## src/hdl/sdi_pkg.sv

```systemverilog
// ----------------------------------------------------------------------------
// sdi_pkg
// shared types and codes for the spi-mode sd card init sequencer
// ----------------------------------------------------------------------------
package sdi_pkg;

  typedef struct packed {
    logic [1:0] kind;
    logic [7:0] rx_byte;
  } in_t;

  typedef struct packed {
    logic       tx_valid;
    logic [7:0] tx_byte;
    logic       card_selected;
    logic       slow_clock;
    logic       done_res;
    logic [1:0] card_type;
    logic [2:0] error_code;
  } out_t;

  typedef enum logic [3:0] {
    PH_IDLE, PH_DUMMY, PH_WAIT, PH_FRAME, PH_POLL,
    PH_CMD_REL, PH_OCR, PH_FINAL_REL, PH_DONE
  } phase_t;

  typedef enum logic [2:0] {
    ST_GO_IDLE, ST_IF_COND, ST_V2_LOOP, ST_READ_OCR,
    ST_V1_PROBE, ST_V1_LOOP, ST_BLOCKLEN
  } stage_t;

  localparam logic [1:0] KIND_START = 2'd0;
  localparam logic [1:0] KIND_BYTE  = 2'd1;
  localparam logic [1:0] KIND_TICK  = 2'd2;

  localparam logic [1:0] CFG_READY_TIMEOUT = 2'd0;
  localparam logic [1:0] CFG_INIT_TIMEOUT  = 2'd1;
  localparam logic [1:0] CFG_POLL_LIMIT    = 2'd2;

  localparam logic [1:0] TY_NONE = 2'd0;
  localparam logic [1:0] TY_SD1  = 2'd1;
  localparam logic [1:0] TY_SD2  = 2'd2;
  localparam logic [1:0] TY_SDHC = 2'd3;

  localparam logic [2:0] E_NONE    = 3'd0;
  localparam logic [2:0] E_TIMEOUT = 3'd1;
  localparam logic [2:0] E_CMD0    = 3'd2;
  localparam logic [2:0] E_IFCOND  = 3'd3;
  localparam logic [2:0] E_ACMD41  = 3'd4;
  localparam logic [2:0] E_CMD58   = 3'd5;
  localparam logic [2:0] E_CMD8    = 3'd6;
  localparam logic [2:0] E_CMD16   = 3'd7;

  localparam logic [5:0] CMD_GO_IDLE  = 6'd0;
  localparam logic [5:0] CMD_IF_COND  = 6'd8;
  localparam logic [5:0] CMD_BLOCKLEN = 6'd16;
  localparam logic [5:0] CMD_SD_OP    = 6'd41;
  localparam logic [5:0] CMD_APP      = 6'd55;
  localparam logic [5:0] CMD_READ_OCR = 6'd58;

  localparam logic [31:0] ARG_IF_COND  = 32'h0000_01AA;
  localparam logic [31:0] ARG_HCS      = 32'h4000_0000;
  localparam logic [31:0] ARG_BLOCKLEN = 32'd512;

  localparam logic [7:0] CRC_CMD0    = 8'h95;
  localparam logic [7:0] CRC_CMD8    = 8'h87;
  localparam logic [7:0] CRC_DEFAULT = 8'h01;
  localparam logic [7:0] IDLE_BYTE   = 8'hFF;
  localparam logic [7:0] R1_IDLE     = 8'h01;
  localparam logic [7:0] CHECK_PAT   = 8'hAA;

  localparam logic [3:0] DUMMY_BYTES = 4'd10;
  localparam logic [3:0] FRAME_BYTES = 4'd6;
  localparam logic [3:0] OCR_BYTES   = 4'd4;

  localparam logic [15:0] READY_TIMEOUT_RST = 16'd500;
  localparam logic [15:0] INIT_TIMEOUT_RST  = 16'd1000;
  localparam logic [7:0]  POLL_LIMIT_RST    = 8'd10;

endpackage

```

## src/hdl/sd_spi_card_init_sequencer_core.sv

```systemverilog
// ----------------------------------------------------------------------------
// sd_spi_card_init_sequencer_core
// spi-mode sd card bring-up: dummy clocks, cmd0, cmd8, acmd41 loop, cmd58,
// cmd16; consumes received bytes and ms ticks, emits the next byte to send
// ----------------------------------------------------------------------------
//  channel | ports                         | carries
//  in      | in_valid, in_stall, in_data   | start / received byte / ms tick
//  out     | out_valid, out_stall, out_data| next tx byte or final report
//  cfg     | cfg_we, cfg_addr, cfg_wdata   | timeouts and poll limit
//
//  one request per cycle while in_stall is low; a request is registered, then
//  its step of the sequencer runs combinationally into the result register
//  a tick or an ignored byte leaves no result
//  in_stall rises only while a request waits on a stalled, full result register
//  reset is synchronous; config registers take their defaults, all control state is cleared
// ----------------------------------------------------------------------------
module sd_spi_card_init_sequencer_core #(
  parameter int TIMER_WIDTH = 16
) (
  input  logic              clk,
  input  logic              rst_n,
  input  logic              in_valid,
  output logic              in_stall,
  input  sdi_pkg::in_t      in_data,
  output logic              out_valid,
  input  logic              out_stall,
  output sdi_pkg::out_t     out_data,
  input  logic              cfg_we,
  input  logic [1:0]        cfg_addr,
  input  logic [15:0]       cfg_wdata
);

  localparam int CW = (TIMER_WIDTH > 16) ? TIMER_WIDTH : 16;

  // config
  logic [15:0] ready_to_r, init_to_r;
  logic [7:0]  poll_lim_r;

  // request register and result register
  logic          req_v_r, req_v_nxt;
  sdi_pkg::in_t  req_r;
  logic          res_v_r, res_v_nxt;
  sdi_pkg::out_t res_r, res_nxt;
  logic          out_free, advance, has_res;

  // sequencer state
  sdi_pkg::phase_t phase_r, phase_nxt;
  sdi_pkg::stage_t stage_r, stage_nxt;
  logic [3:0]  bidx_r, bidx_nxt, bidx_inc;
  logic [5:0]  cmd_idx_r, cmd_idx_nxt;
  logic [31:0] cmd_arg_r, cmd_arg_nxt;
  logic        app_r, app_nxt;
  logic [7:0]  ocr_r [4];
  logic [7:0]  ocr3;
  logic        ocr_we;
  logic [TIMER_WIDTH-1:0] rdy_ms_r, rdy_ms_nxt, ini_ms_r, ini_ms_nxt;
  logic [1:0]  type_r, type_nxt;
  logic [2:0]  err_r, err_nxt;
  logic        sel_r, sel_nxt;
  logic        slow_r, slow_nxt;
  logic [7:0]  poll_r, poll_nxt, poll_dec;
  logic [7:0]  tx_r, tx_nxt;

  // step controls
  logic        done_en;
  logic [7:0]  done_resp;
  logic        issue_en, final_en, ocr_start, err_en;
  sdi_pkg::stage_t issue_stage;
  logic [5:0]  issue_idx;
  logic [31:0] issue_arg;
  logic        issue_app;
  logic [2:0]  err_code;
  logic        rdy_reached, ini_reached;
  logic [7:0]  b;

  function automatic logic [7:0] frame_byte(input logic [2:0] k, input logic app,
                                            input logic [5:0] idx,
                                            input logic [31:0] arg);
    logic [5:0]  i;
    logic [31:0] v;
    logic [7:0]  r;
    i = app ? sdi_pkg::CMD_APP : idx;
    v = app ? 32'd0 : arg;
    case (k)
      3'd0: r = {2'b01, i};
      3'd1: r = v[31:24];
      3'd2: r = v[23:16];
      3'd3: r = v[15:8];
      3'd4: r = v[7:0];
      default: begin
        if (i == sdi_pkg::CMD_GO_IDLE) r = sdi_pkg::CRC_CMD0;
        else if (i == sdi_pkg::CMD_IF_COND) r = sdi_pkg::CRC_CMD8;
        else r = sdi_pkg::CRC_DEFAULT;
      end
    endcase
    return r;
  endfunction

  assign out_free  = !res_v_r || !out_stall;
  assign advance   = req_v_r && out_free;
  assign in_stall  = req_v_r && !out_free;
  assign out_valid = res_v_r;
  assign out_data  = res_r;

  assign b        = req_r.rx_byte;
  assign bidx_inc = bidx_r + 4'd1;
  assign poll_dec = poll_r - 8'd1;
  assign rdy_reached = (CW'(rdy_ms_r) >= CW'(ready_to_r)) || (&rdy_ms_r);
  assign ini_reached = (CW'(ini_ms_r) >= CW'(init_to_r)) || (&ini_ms_r);
  assign ocr3 = b;

  always_ff @(posedge clk) begin
    if (!rst_n) begin
      ready_to_r <= sdi_pkg::READY_TIMEOUT_RST;
      init_to_r  <= sdi_pkg::INIT_TIMEOUT_RST;
      poll_lim_r <= sdi_pkg::POLL_LIMIT_RST;
    end else if (cfg_we) begin
      case (cfg_addr)
        sdi_pkg::CFG_READY_TIMEOUT: ready_to_r <= cfg_wdata;
        sdi_pkg::CFG_INIT_TIMEOUT:  init_to_r  <= cfg_wdata;
        sdi_pkg::CFG_POLL_LIMIT:    poll_lim_r <= cfg_wdata[7:0];
        default: ;
      endcase
    end
  end

  always_comb begin
    req_v_nxt = req_v_r;
    if (in_valid && !in_stall) req_v_nxt = 1'b1;
    else if (advance) req_v_nxt = 1'b0;
  end

  // one step of the sequencer for the registered request
  always_comb begin
    phase_nxt   = phase_r;
    stage_nxt   = stage_r;
    bidx_nxt    = bidx_r;
    cmd_idx_nxt = cmd_idx_r;
    cmd_arg_nxt = cmd_arg_r;
    app_nxt     = app_r;
    rdy_ms_nxt  = rdy_ms_r;
    ini_ms_nxt  = ini_ms_r;
    type_nxt    = type_r;
    err_nxt     = err_r;
    sel_nxt     = sel_r;
    slow_nxt    = slow_r;
    poll_nxt    = poll_r;
    tx_nxt      = tx_r;
    has_res     = 1'b0;
    ocr_we      = 1'b0;
    done_en     = 1'b0;
    done_resp   = sdi_pkg::IDLE_BYTE;
    issue_en    = 1'b0;
    issue_stage = sdi_pkg::ST_GO_IDLE;
    issue_idx   = sdi_pkg::CMD_GO_IDLE;
    issue_arg   = 32'd0;
    issue_app   = 1'b0;
    final_en    = 1'b0;
    ocr_start   = 1'b0;
    err_en      = 1'b0;
    err_code    = sdi_pkg::E_NONE;

    case (req_r.kind)
      sdi_pkg::KIND_TICK: begin
        if (!(&rdy_ms_r)) rdy_ms_nxt = rdy_ms_r + 1'b1;
        if (!(&ini_ms_r)) ini_ms_nxt = ini_ms_r + 1'b1;
      end
      sdi_pkg::KIND_START: begin
        has_res   = 1'b1;
        phase_nxt = sdi_pkg::PH_DUMMY;
        stage_nxt = sdi_pkg::ST_GO_IDLE;
        bidx_nxt  = 4'd0;
        app_nxt   = 1'b0;
        type_nxt  = sdi_pkg::TY_NONE;
        err_nxt   = sdi_pkg::E_NONE;
        sel_nxt   = 1'b0;
        slow_nxt  = 1'b1;
        tx_nxt    = sdi_pkg::IDLE_BYTE;
      end
      sdi_pkg::KIND_BYTE: begin
        if (phase_r != sdi_pkg::PH_IDLE && phase_r != sdi_pkg::PH_DONE) begin
          has_res = 1'b1;
          case (phase_r)
            sdi_pkg::PH_DUMMY: begin
              bidx_nxt = bidx_inc;
              if (bidx_inc < sdi_pkg::DUMMY_BYTES) tx_nxt = sdi_pkg::IDLE_BYTE;
              else begin
                issue_en    = 1'b1;
                issue_stage = sdi_pkg::ST_GO_IDLE;
                issue_idx   = sdi_pkg::CMD_GO_IDLE;
              end
            end
            sdi_pkg::PH_WAIT: begin
              if (b == sdi_pkg::IDLE_BYTE) begin
                phase_nxt = sdi_pkg::PH_FRAME;
                bidx_nxt  = 4'd0;
                tx_nxt    = frame_byte(3'd0, app_r, cmd_idx_r, cmd_arg_r);
              end else if (!rdy_reached) begin
                tx_nxt = sdi_pkg::IDLE_BYTE;
              end else begin
                err_en    = 1'b1;
                err_code  = sdi_pkg::E_TIMEOUT;
                phase_nxt = sdi_pkg::PH_CMD_REL;
                sel_nxt   = 1'b0;
                tx_nxt    = sdi_pkg::IDLE_BYTE;
              end
            end
            sdi_pkg::PH_FRAME: begin
              bidx_nxt = bidx_inc;
              if (bidx_inc < sdi_pkg::FRAME_BYTES) begin
                tx_nxt = frame_byte(bidx_inc[2:0], app_r, cmd_idx_r, cmd_arg_r);
              end else begin
                phase_nxt = sdi_pkg::PH_POLL;
                poll_nxt  = poll_lim_r;
                tx_nxt    = sdi_pkg::IDLE_BYTE;
              end
            end
            sdi_pkg::PH_POLL: begin
              poll_nxt = poll_dec;
              if (b[7] && poll_dec != 8'd0) begin
                tx_nxt = sdi_pkg::IDLE_BYTE;
              end else if (app_r) begin
                app_nxt = 1'b0;
                if (b > sdi_pkg::R1_IDLE) begin
                  done_en   = 1'b1;
                  done_resp = b;
                end else begin
                  phase_nxt  = sdi_pkg::PH_WAIT;
                  sel_nxt    = 1'b1;
                  rdy_ms_nxt = '0;
                  tx_nxt     = sdi_pkg::IDLE_BYTE;
                end
              end else begin
                done_en   = 1'b1;
                done_resp = b;
              end
            end
            sdi_pkg::PH_CMD_REL: begin
              app_nxt   = 1'b0;
              done_en   = 1'b1;
              done_resp = sdi_pkg::IDLE_BYTE;
            end
            sdi_pkg::PH_OCR: begin
              ocr_we   = 1'b1;
              bidx_nxt = bidx_inc;
              if (bidx_inc < sdi_pkg::OCR_BYTES) tx_nxt = sdi_pkg::IDLE_BYTE;
              else if (stage_r == sdi_pkg::ST_IF_COND) begin
                if (ocr_r[2] == sdi_pkg::R1_IDLE && ocr3 == sdi_pkg::CHECK_PAT) begin
                  issue_en    = 1'b1;
                  issue_stage = sdi_pkg::ST_V2_LOOP;
                  issue_idx   = sdi_pkg::CMD_SD_OP;
                  issue_arg   = sdi_pkg::ARG_HCS;
                  issue_app   = 1'b1;
                end else begin
                  err_en   = 1'b1;
                  err_code = sdi_pkg::E_IFCOND;
                  final_en = 1'b1;
                end
              end else if (ocr_r[0][6]) begin
                type_nxt = sdi_pkg::TY_SDHC;
                final_en = 1'b1;
              end else begin
                type_nxt    = sdi_pkg::TY_SD2;
                issue_en    = 1'b1;
                issue_stage = sdi_pkg::ST_BLOCKLEN;
                issue_idx   = sdi_pkg::CMD_BLOCKLEN;
                issue_arg   = sdi_pkg::ARG_BLOCKLEN;
              end
            end
            default: begin
              phase_nxt = sdi_pkg::PH_DONE;
              sel_nxt   = 1'b0;
              slow_nxt  = 1'b0;
              if (type_r != sdi_pkg::TY_NONE) err_nxt = sdi_pkg::E_NONE;
              else if (err_r == sdi_pkg::E_NONE) err_nxt = sdi_pkg::E_TIMEOUT;
            end
          endcase
        end
      end
      default: ;
    endcase

    // response handling for the command just finished
    if (done_en) begin
      case (stage_r)
        sdi_pkg::ST_GO_IDLE: begin
          if (done_resp == sdi_pkg::R1_IDLE) begin
            ini_ms_nxt  = '0;
            issue_en    = 1'b1;
            issue_stage = sdi_pkg::ST_IF_COND;
            issue_idx   = sdi_pkg::CMD_IF_COND;
            issue_arg   = sdi_pkg::ARG_IF_COND;
          end else begin
            err_en   = 1'b1;
            err_code = sdi_pkg::E_CMD0;
            final_en = 1'b1;
          end
        end
        sdi_pkg::ST_IF_COND: begin
          if (done_resp == sdi_pkg::R1_IDLE) ocr_start = 1'b1;
          else begin
            issue_en    = 1'b1;
            issue_stage = sdi_pkg::ST_V1_PROBE;
            issue_idx   = sdi_pkg::CMD_SD_OP;
            issue_app   = 1'b1;
          end
        end
        sdi_pkg::ST_V2_LOOP: begin
          if (done_resp == 8'd0) begin
            issue_en    = 1'b1;
            issue_stage = sdi_pkg::ST_READ_OCR;
            issue_idx   = sdi_pkg::CMD_READ_OCR;
          end else if (!ini_reached) begin
            issue_en    = 1'b1;
            issue_stage = sdi_pkg::ST_V2_LOOP;
            issue_idx   = sdi_pkg::CMD_SD_OP;
            issue_arg   = sdi_pkg::ARG_HCS;
            issue_app   = 1'b1;
          end else begin
            err_en   = 1'b1;
            err_code = sdi_pkg::E_ACMD41;
            final_en = 1'b1;
          end
        end
        sdi_pkg::ST_READ_OCR: begin
          if (done_resp == 8'd0) ocr_start = 1'b1;
          else begin
            err_en   = 1'b1;
            err_code = sdi_pkg::E_CMD58;
            final_en = 1'b1;
          end
        end
        sdi_pkg::ST_V1_PROBE: begin
          if (done_resp <= sdi_pkg::R1_IDLE) begin
            type_nxt    = sdi_pkg::TY_SD1;
            issue_en    = 1'b1;
            issue_stage = sdi_pkg::ST_V1_LOOP;
            issue_idx   = sdi_pkg::CMD_SD_OP;
            issue_app   = 1'b1;
          end else begin
            type_nxt = sdi_pkg::TY_NONE;
            err_en   = 1'b1;
            err_code = sdi_pkg::E_CMD8;
            final_en = 1'b1;
          end
        end
        sdi_pkg::ST_V1_LOOP: begin
          if (done_resp == 8'd0) begin
            if (type_r == sdi_pkg::TY_SD1 || type_r == sdi_pkg::TY_SD2) begin
              issue_en    = 1'b1;
              issue_stage = sdi_pkg::ST_BLOCKLEN;
              issue_idx   = sdi_pkg::CMD_BLOCKLEN;
              issue_arg   = sdi_pkg::ARG_BLOCKLEN;
            end else begin
              final_en = 1'b1;
            end
          end else if (!ini_reached) begin
            issue_en    = 1'b1;
            issue_stage = sdi_pkg::ST_V1_LOOP;
            issue_idx   = sdi_pkg::CMD_SD_OP;
            issue_app   = 1'b1;
          end else begin
            type_nxt = sdi_pkg::TY_NONE;
            err_en   = 1'b1;
            err_code = sdi_pkg::E_ACMD41;
            final_en = 1'b1;
          end
        end
        default: begin
          if (done_resp != 8'd0) begin
            type_nxt = sdi_pkg::TY_NONE;
            err_en   = 1'b1;
            err_code = sdi_pkg::E_CMD16;
          end
          final_en = 1'b1;
        end
      endcase
    end

    if (err_en && err_r == sdi_pkg::E_NONE) err_nxt = err_code;
    if (issue_en) begin
      stage_nxt   = issue_stage;
      cmd_idx_nxt = issue_idx;
      cmd_arg_nxt = issue_arg;
      app_nxt     = issue_app;
      phase_nxt   = sdi_pkg::PH_WAIT;
      sel_nxt     = 1'b1;
      rdy_ms_nxt  = '0;
      tx_nxt      = sdi_pkg::IDLE_BYTE;
    end
    if (final_en) begin
      phase_nxt = sdi_pkg::PH_FINAL_REL;
      sel_nxt   = 1'b0;
      tx_nxt    = sdi_pkg::IDLE_BYTE;
    end
    if (ocr_start) begin
      phase_nxt = sdi_pkg::PH_OCR;
      bidx_nxt  = 4'd0;
      tx_nxt    = sdi_pkg::IDLE_BYTE;
    end

    if (phase_nxt == sdi_pkg::PH_DONE) begin
      res_nxt = '{tx_valid: 1'b0, tx_byte: 8'd0, card_selected: 1'b0,
                  slow_clock: 1'b0, done_res: 1'b1, card_type: type_nxt,
                  error_code: err_nxt};
    end else begin
      res_nxt = '{tx_valid: 1'b1, tx_byte: tx_nxt, card_selected: sel_nxt,
                  slow_clock: slow_nxt, done_res: 1'b0,
                  card_type: sdi_pkg::TY_NONE, error_code: sdi_pkg::E_NONE};
    end
  end

  always_comb begin
    res_v_nxt = res_v_r;
    if (advance && has_res) res_v_nxt = 1'b1;
    else if (res_v_r && !out_stall) res_v_nxt = 1'b0;
  end

  always_ff @(posedge clk) begin
    if (!rst_n) begin
      req_v_r   <= 1'b0;
      res_v_r   <= 1'b0;
      phase_r   <= sdi_pkg::PH_IDLE;
      stage_r   <= sdi_pkg::ST_GO_IDLE;
      bidx_r    <= 4'd0;
      cmd_idx_r <= 6'd0;
      cmd_arg_r <= 32'd0;
      app_r     <= 1'b0;
      rdy_ms_r  <= '0;
      ini_ms_r  <= '0;
      type_r    <= sdi_pkg::TY_NONE;
      err_r     <= sdi_pkg::E_NONE;
      sel_r     <= 1'b0;
      slow_r    <= 1'b0;
      poll_r    <= 8'd0;
      tx_r      <= 8'd0;
    end else begin
      req_v_r <= req_v_nxt;
      res_v_r <= res_v_nxt;
      if (advance) begin
        phase_r   <= phase_nxt;
        stage_r   <= stage_nxt;
        bidx_r    <= bidx_nxt;
        cmd_idx_r <= cmd_idx_nxt;
        cmd_arg_r <= cmd_arg_nxt;
        app_r     <= app_nxt;
        rdy_ms_r  <= rdy_ms_nxt;
        ini_ms_r  <= ini_ms_nxt;
        type_r    <= type_nxt;
        err_r     <= err_nxt;
        sel_r     <= sel_nxt;
        slow_r    <= slow_nxt;
        poll_r    <= poll_nxt;
        tx_r      <= tx_nxt;
      end
    end
  end

  always_ff @(posedge clk) begin
    if (in_valid && !in_stall) req_r <= in_data;
    if (advance && has_res) res_r <= res_nxt;
    if (advance && ocr_we) ocr_r[bidx_r[1:0]] <= b;
  end

  a_done_released: assert property (@(posedge clk) disable iff (!rst_n)
    phase_r == sdi_pkg::PH_DONE |-> !sel_r && !slow_r)
    else $error("done with card selected or slow clock on");

  a_dummy_deselected: assert property (@(posedge clk) disable iff (!rst_n)
    phase_r == sdi_pkg::PH_DUMMY |-> slow_r && !sel_r)
    else $error("dummy clocks with card selected or fast clock");

  a_wait_selected: assert property (@(posedge clk) disable iff (!rst_n)
    phase_r == sdi_pkg::PH_WAIT |-> sel_r)
    else $error("ready wait with card deselected");

  a_req_held: assert property (@(posedge clk) disable iff (!rst_n)
    (req_v_r && !out_free) |=> req_v_r)
    else $error("request dropped while result register full");

endmodule
```

## config.mk

```make
export PLATFORM = sky130hd
export DESIGN_NAME = sd_spi_card_init_sequencer_core
export DESIGN_NICKNAME = d
export VERILOG_FILES = /design/src/hdl/sdi_pkg.sv /design/src/hdl/sd_spi_card_init_sequencer_core.sv
export SDC_FILE = /design/constraint.sdc
export NUM_CORES = 1
export LEC_CHECK = 0
export ABC_AREA = 1
export BUFFER_PORTS_ARGS = -buffer_cell sky130_fd_sc_hd__buf_4
export CORE_MARGIN = 10
export CORE_UTILIZATION = 40
export DETAILED_ROUTE_END_ITERATION = 12
export PLACE_DENSITY = 0.53
export SETUP_SLACK_MARGIN = 0.1
export SYNTH_ARGS = -nofsm -noshare
export SYNTH_HDL_FRONTEND = slang
export SYNTH_SLANG_ARGS = --single-unit
```

## constraint.sdc

```tcl
create_clock -name clk -period 4 [get_ports clk]
set_clock_uncertainty 0.1 [all_clocks]
set_input_delay 0.6 -clock clk [delete_from_list [all_inputs] [get_ports clk]]
set_output_delay 0.6 -clock clk [all_outputs]
set_load 0.005 [all_outputs]
```

==> flow_metrics.tcl, run 1 <==
set metrics [dict create \
    status "finished, final reports clean" \
    maxCapViolCount 0 \
    powerDensity_mw_per_mm2 351.7 \
    vdd_drop_max_uv 203.2 \
    hold_class "input port to register" \
    yosysTopAreaCellShare_pct 24.97 \
    synthDistinctLibCells 53 \
    routed_wl_microns 28960 \
    max_clock_freq_mhz 283.4 \
    cp_max_fo 13 \
    fp.dieH_microns 173.1 \
    timing.slew.headroom_pct 50.02 \
    die_x_microns 173.1 \
    crit_type "register to register" \
    grt_pass1_vias 8748 \
    clk_pin_slew_ns 0.08 \
    cts_tree "built" \
    drc 0 \
    synth_seq_cells 153 \
    htreeDepth 4 \
    port_buffers 51 \
    final_antenna_net_count 0 \
    ys_seq_area_share_pct 36.49 \
    synth_ff_type "dfxtp_1" \
    hold_violations 0 \
    grt_max_degree 63 \
    n_fill_cell 2431 \
    synth_edf_count 36 \
    rsz0062_at_grt "false" \
    cts_buffers 17 \
    crit_path_end_kind "register" \
    wl_per_cell_microns 16.62 \
    insertion_delay_ns 0.44 \
    postCtsHoldBufs 0 \
    core-area_sq_mm 0.02285 \
    yosysTopAreaCell "dfxtp_1" \
    grt_pass1_wl_microns 46860 \
    rows 55 \
    gp_congestion 0.9230 \
    setup_tns_ns 0 \
    ios 52 \
    nets 1493 \
    final_area_sq_mm 0.01073 \
    regArea_sq_mm 0.003423 \
    antenna_found_initial 0 \
    syn_to_final_growth_pct 14.36 \
    grt.total_usage_pct 19.06 \
    worst_ep_arrival_time_ns 3.59 \
    die_area_sq_mm 0.02998 \
    start_kind "register" \
    drive_gt1_share_pct 10.57 \
    diodes 0 \
    yosys_warnings 0 \
    vias 9096 \
    place_area_sq_mm 0.01013 \
    ctsResizeCount 0 \
    viasPerCell 5.222 \
    tightestPinTransition_ns 0.7419 \
    syn-instance-count 1365 \
    overflow 0 \
    critPathRequiredTime_ns 4.06 \
    multi_input_area_sq_mm 0.005095 \
    period_share_pct 88.21 \
    dpl.hpwl_microns 21990 \
    clock_path_buffers 2 \
    dr.pass1.iters 6 \
    power.leakage_nw 4.721 \
    synth_nets 1442 \
    ys_async_sr_fraction_pct 0 \
    clock_sinks 153 \
    start_util_pct 41.06 \
    root_buffer "clkbuf_16" \
    finalSetupViolations 0 \
    syn_avg_cell_area_sq_um 6.873 \
    syn_area_sq_mm 0.009381 \
    maxSlewViolCount 0 \
    period_minus_slack_ns 3.528 \
    synth_area_leaders "dfxtp_1 (25%), nand2_1 (12%), edfxtp_1 (12%)" \
    post-cts-setup-buffers 0 \
    drtIter0Drc 609 \
]
## per-stage QoR
stage / setup WS [ns] / util, % / power, mW / hold slack [ns] / instances
floorplan: 1.079 / - / 1.975 / 0.3245 / 1365
finish: 0.4717 / 46.96 / 3.773 / 0.2381 / 1742
detailed placement: 0.5595 / 44.33 / 2.130 / 0.3557 / 1710
global placement: 0.6994 / 44.33 / 2.131 / 0.3463 / 1710
CTS: 0.5316 / 46.96 / 3.806 / 0.2235 / 1742
global route: 0.1654 / 46.96 / 3.933 / 0.2200 / 1742
## area by class of cell
cell class                 count  share of cell area (%)
inverter                     184                   6.449
multi-input combinational    990                   47.49
clock inverter                13                   1.283
tap                          313                   3.650
sequential                   153                   31.91
timing repair buffer          70                   4.898
clock buffer                  19                   4.327
## critical path, cell delays in order (launching register included)
cell and delay (ns):
dfxtp_1 0.36, ha_1 0.25, ha_1 0.42, nand3_1 0.37, nand2_1 0.18, inv_1 0.07, nand3_1 0.15, nand3_1 0.12
nand2_1 0.09, nand2_1 0.05, nor2_1 0.09, nand3_1 0.13, nand2_1 0.16, nand2_1 0.11, nor2_2 0.50, nor2_1 0.09
## sequential cells by signal, summed over array words and instances, names as in the netlist, 5 cells and up
name and flops:
out_data 17, poll_lim_r 8, rdy_ms_r 16, ini_ms_r 16
cmd_idx_r 5, ocr_r 9, ready_to_r 16, init_to_r 16
b 8, tx_r 8, poll_r 8
## cells in the mapped netlist (20+ instances only)
cell type and number:
nand2_1 293, nor2_1 176, inv_1 172, dfxtp_1 117
o21ai_0 108, a21oi_1 97, nand3_1 84, ha_1 44
edfxtp_1 36, clkbuf_1 30, nor3_1 27, nand4_1 20
## final timing paths
kind | startpoint | end | slack [ns] | depth (start not counted)
max | bidx_r[0] | out_data[8] | 0.47 | 15
min | in_data[5] | b[5] | 0.24 | 1
max reg2reg | bidx_r[0] | out_data[8] | 0.47 | 15
min reg2reg | ready_to_r[3] | ready_to_r[3] | 0.37 | 2
## cell families after synthesis
| logic type | Yosys count | share of synthesized area (%) |
|---|---|---|
| buffers and inverters | 222 | 9.229 |
| adders and majority gates | 44 | 5.868 |
| xor gates and xnor gates | 11 | 1.027 |
| DFF | 153 | 36.49 |
| AOI/OAI and AO/OA | 283 | 17.11 |
| and+or+nand+nor | 652 | 30.27 |
## report_power, final
part	switching, mW	leakage (nW)	total, mW	internal [mW]
combinational	0.276	3.14	0.419	0.143
sequential	0.0417	1.28	1.68	1.64
clock	0.786	0.294	1.68	0.891
## cells in the final DEF, fill, tap and decap left out, types with 5 or more instances in the layout
master	count
edfxtp_1	36
inv_2	10
nand2_2	11
nor4_1	9
nor3b_1	7
o211ai_1	18
nand4_1	20
a211oi_1	11
a21oi_1	97
ha_1	44
nor2_1	175
nor2_2	8
xor2_1	9
a31oi_1	7
o21ai_0	108
dfxtp_1	117
nor3_1	27
buf_4	70
nand3_1	84
o21ai_1	8
inv_6	5
nand2_1	293
nor2_4	5
clkbuf_16	18
o22ai_1	6
inv_1	172
## metal layers
metal	track usage [%]	vias up	part of all wire, %
met3	4.030	47	5.4
met5	0	-	0
li1	-	4630	-
met1	24.91	4163	47
met4	5.893	0	2.2
met2	30.79	256	45
Power figures use the tool's default switching activity.
==> inputs of run 2 (changes only) <==
==> constraint.sdc (replaced) <==
create_clock -name clk -period 3.7 [get_ports clk]
set_clock_uncertainty 0.1 [all_clocks]
set_input_delay 0.555 -clock clk [delete_from_list [all_inputs] [get_ports clk]]
set_output_delay 0.555 -clock clk [all_outputs]
set_load 0.005 [all_outputs]
==> run 2 against run 1 <==
  * Combinational power is 7.9% higher
  * Total power grew 3.7%
  * Die area unchanged
  * Critical endpoint is now out_data[6]
  * First-iteration DRC count up 0.16%
  * Core utilization is 0.13 points lower
  * Cell count is 0.17% higher
==> flow_metrics.tcl, run 2 (synthesis gave the netlist of run 1 again) <==
set metrics [dict create \
    grt_pass1_wl_microns 45480 \
    maxCapViolCount 0 \
    setup_tns_ns 0 \
    timing.slew.headroom_pct 54.74 \
    grt.total_usage_pct 18.52 \
    hold_class "input port to register" \
    post-cts-setup-buffers 0 \
    insertion_delay_ns 0.43 \
    final_area_sq_mm 0.01070 \
    worst-r2r-cell-count 21 \
    critPathTopFamily "simple AND/OR/NAND/NOR gates" \
    period_share_pct 88.18 \
    finalSetupViolations 0 \
    diodes 0 \
    htreeDepth 4 \
    crit_path_end_kind "register" \
    cts_buffers 17 \
    overflow 0 \
    drtIter0Drc 610 \
    gp_congestion 0.9549 \
    critPathRequiredTime_ns 3.78 \
    worst_ep_arrival_time_ns 3.34 \
    rows 55 \
    r2r_slack_ns 0.44 \
    grt_max_degree 63 \
    path_common_cell "nand2_1" \
    place_area_sq_mm 0.01015 \
    dr.pass1.iters 5 \
    nets 1496 \
    wl_per_cell_microns 16.09 \
    layout_commonest_cell "nand2_1" \
    whs_ns 0.1976 \
    vdd_drop_max_uv 281.0 \
    routed_wl_microns 28070 \
    viasPerCell 5.117 \
    postCtsHoldBufs 0 \
    rsz0062_at_grt "false" \
    final_antenna_net_count 0 \
    largest_reg_flops 17 \
    max_clock_freq_mhz 306.5 \
    maxSlewViolCount 0 \
    clock_path_buffers 2 \
    cts_tree "built" \
    start_kind "register" \
    syn_to_final_growth_pct 14.06 \
    r2r-start "poll_r[0]" \
    worstReg2RegEnd "out_data[6]" \
    cpPeakStageDelay_ns 0.31 \
    status "finished, final reports clean" \
    period_minus_slack_ns 3.263 \
    vias 8930 \
    clock_sinks 153 \
    crit_type "register to register" \
    die_area_sq_mm 0.02998 \
    holdCritStartpoint "in_data[3]" \
    core-area_sq_mm 0.02285 \
    tightestPinTransition_ns 0.6718 \
    ios 52 \
    port_buffers 51 \
    power.leakage_nw 4.707 \
    cp_cell_sequence "inv_1, ha_1, inv_1, nor2_2, nand2_1, nand2_1, nand2_1, nand3b_1, o21ai_2, nand2_4, nand2_1, nand2_2, clkinv_2, nand2_1, nand2_2, nand2_4, nand2_1, nand2_1, nor2_2, buf_4, nor2_1" \
    crit_buf_inv 4 \
    antenna_found_initial 0 \
    drc 0 \
    powerDensity_mw_per_mm2 365.8 \
    grt_pass1_vias 8438 \
    start_util_pct 41.06 \
    slowest_stage "dfxtp_1" \
    hold_depth 1 \
    drive_gt1_share_pct 10.68 \
    clk_pin_slew_ns 0.07 \
    layout_common_cells "nand2_1 (293), nor2_1 (175), inv_1 (172)" \
    finalPower_mw 3.914 \
    fp.dieH_microns 173.1 \
    hold-path-endpoint "b[3]" \
    dpl.hpwl_microns 21470 \
    cp_max_fo 13 \
    root_buffer "clkbuf_16" \
    hold_violations 0 \
    die_x_microns 173.1 \
    utilization_pct 46.83 \
]
run 2: changes by cell type in the layout (fill, tap and decap cells not counted), sizes merged:
cell / before / now
buf: 70 / 73
clkinvlp: 1 / 2
inv: 192 / 189
clkinv: 4 / 7
clkbuf: 19 / 18
run 2: metal layers:
metal  share of wire (%)  track usage, %
met4                 2.5           6.468
met3                 4.8           3.137
met5                   0               0
met1                  47           24.00
met2                  46           30.40
run 2: through the flow:
| step | setup WS (ns) | instances |
|---|---|---|
| finish | 0.4375 | 1745 |
| global route | 0.1273 | 1745 |
| floorplan | 0.7795 | 1365 |
| CTS | 0.3170 | 1745 |
| detailed placement | 0.3325 | 1713 |
| global placement | 0.4472 | 1713 |
run 2: where the power goes:
part	internal (mW)	total [mW]	leakage (nW)	switching, mW
Clock	0.872	1.65	0.263	0.776
Sequential	1.77	1.81	1.28	0.0451
Combinational	0.157	0.452	3.16	0.294
run 2: repair_timing:
action | 4_1_cts | 5_1_grt
endpoints found under the hold margin | 0 | 0
gates resized for setup | 0 | 2
setup endpoints to repair | 0 | 24
run 2: final cells by class:
type	instances	area, sq um
Timing Repair Buffer	73	548.0
Clock buffer	18	429.2
Inverter	184	691.9
Tap cell	313	391.6
Clock inverter	14	111.4
Multi-Input combinational cell	990	5105
Fill cell	2432	12150
Sequential cell	153	3423
run 2: worst max-delay path by stage:
| stage | from | end | slack, ns | cells after the start |
|---|---|---|---|---|
| floorplan | bidx_r[0] | out_data[6] | 0.78 | 17 |
| finish | poll_r[0] | out_data[6] | 0.44 | 21 |
| detailed placement | poll_r[0] | out_data[6] | 0.33 | 21 |
| global placement | bidx_r[0] | rdy_ms_r[9] | 0.45 | 17 |
| global route | poll_r[0] | out_data[6] | 0.13 | 21 |
| CTS | poll_r[0] | out_data[6] | 0.32 | 21 |
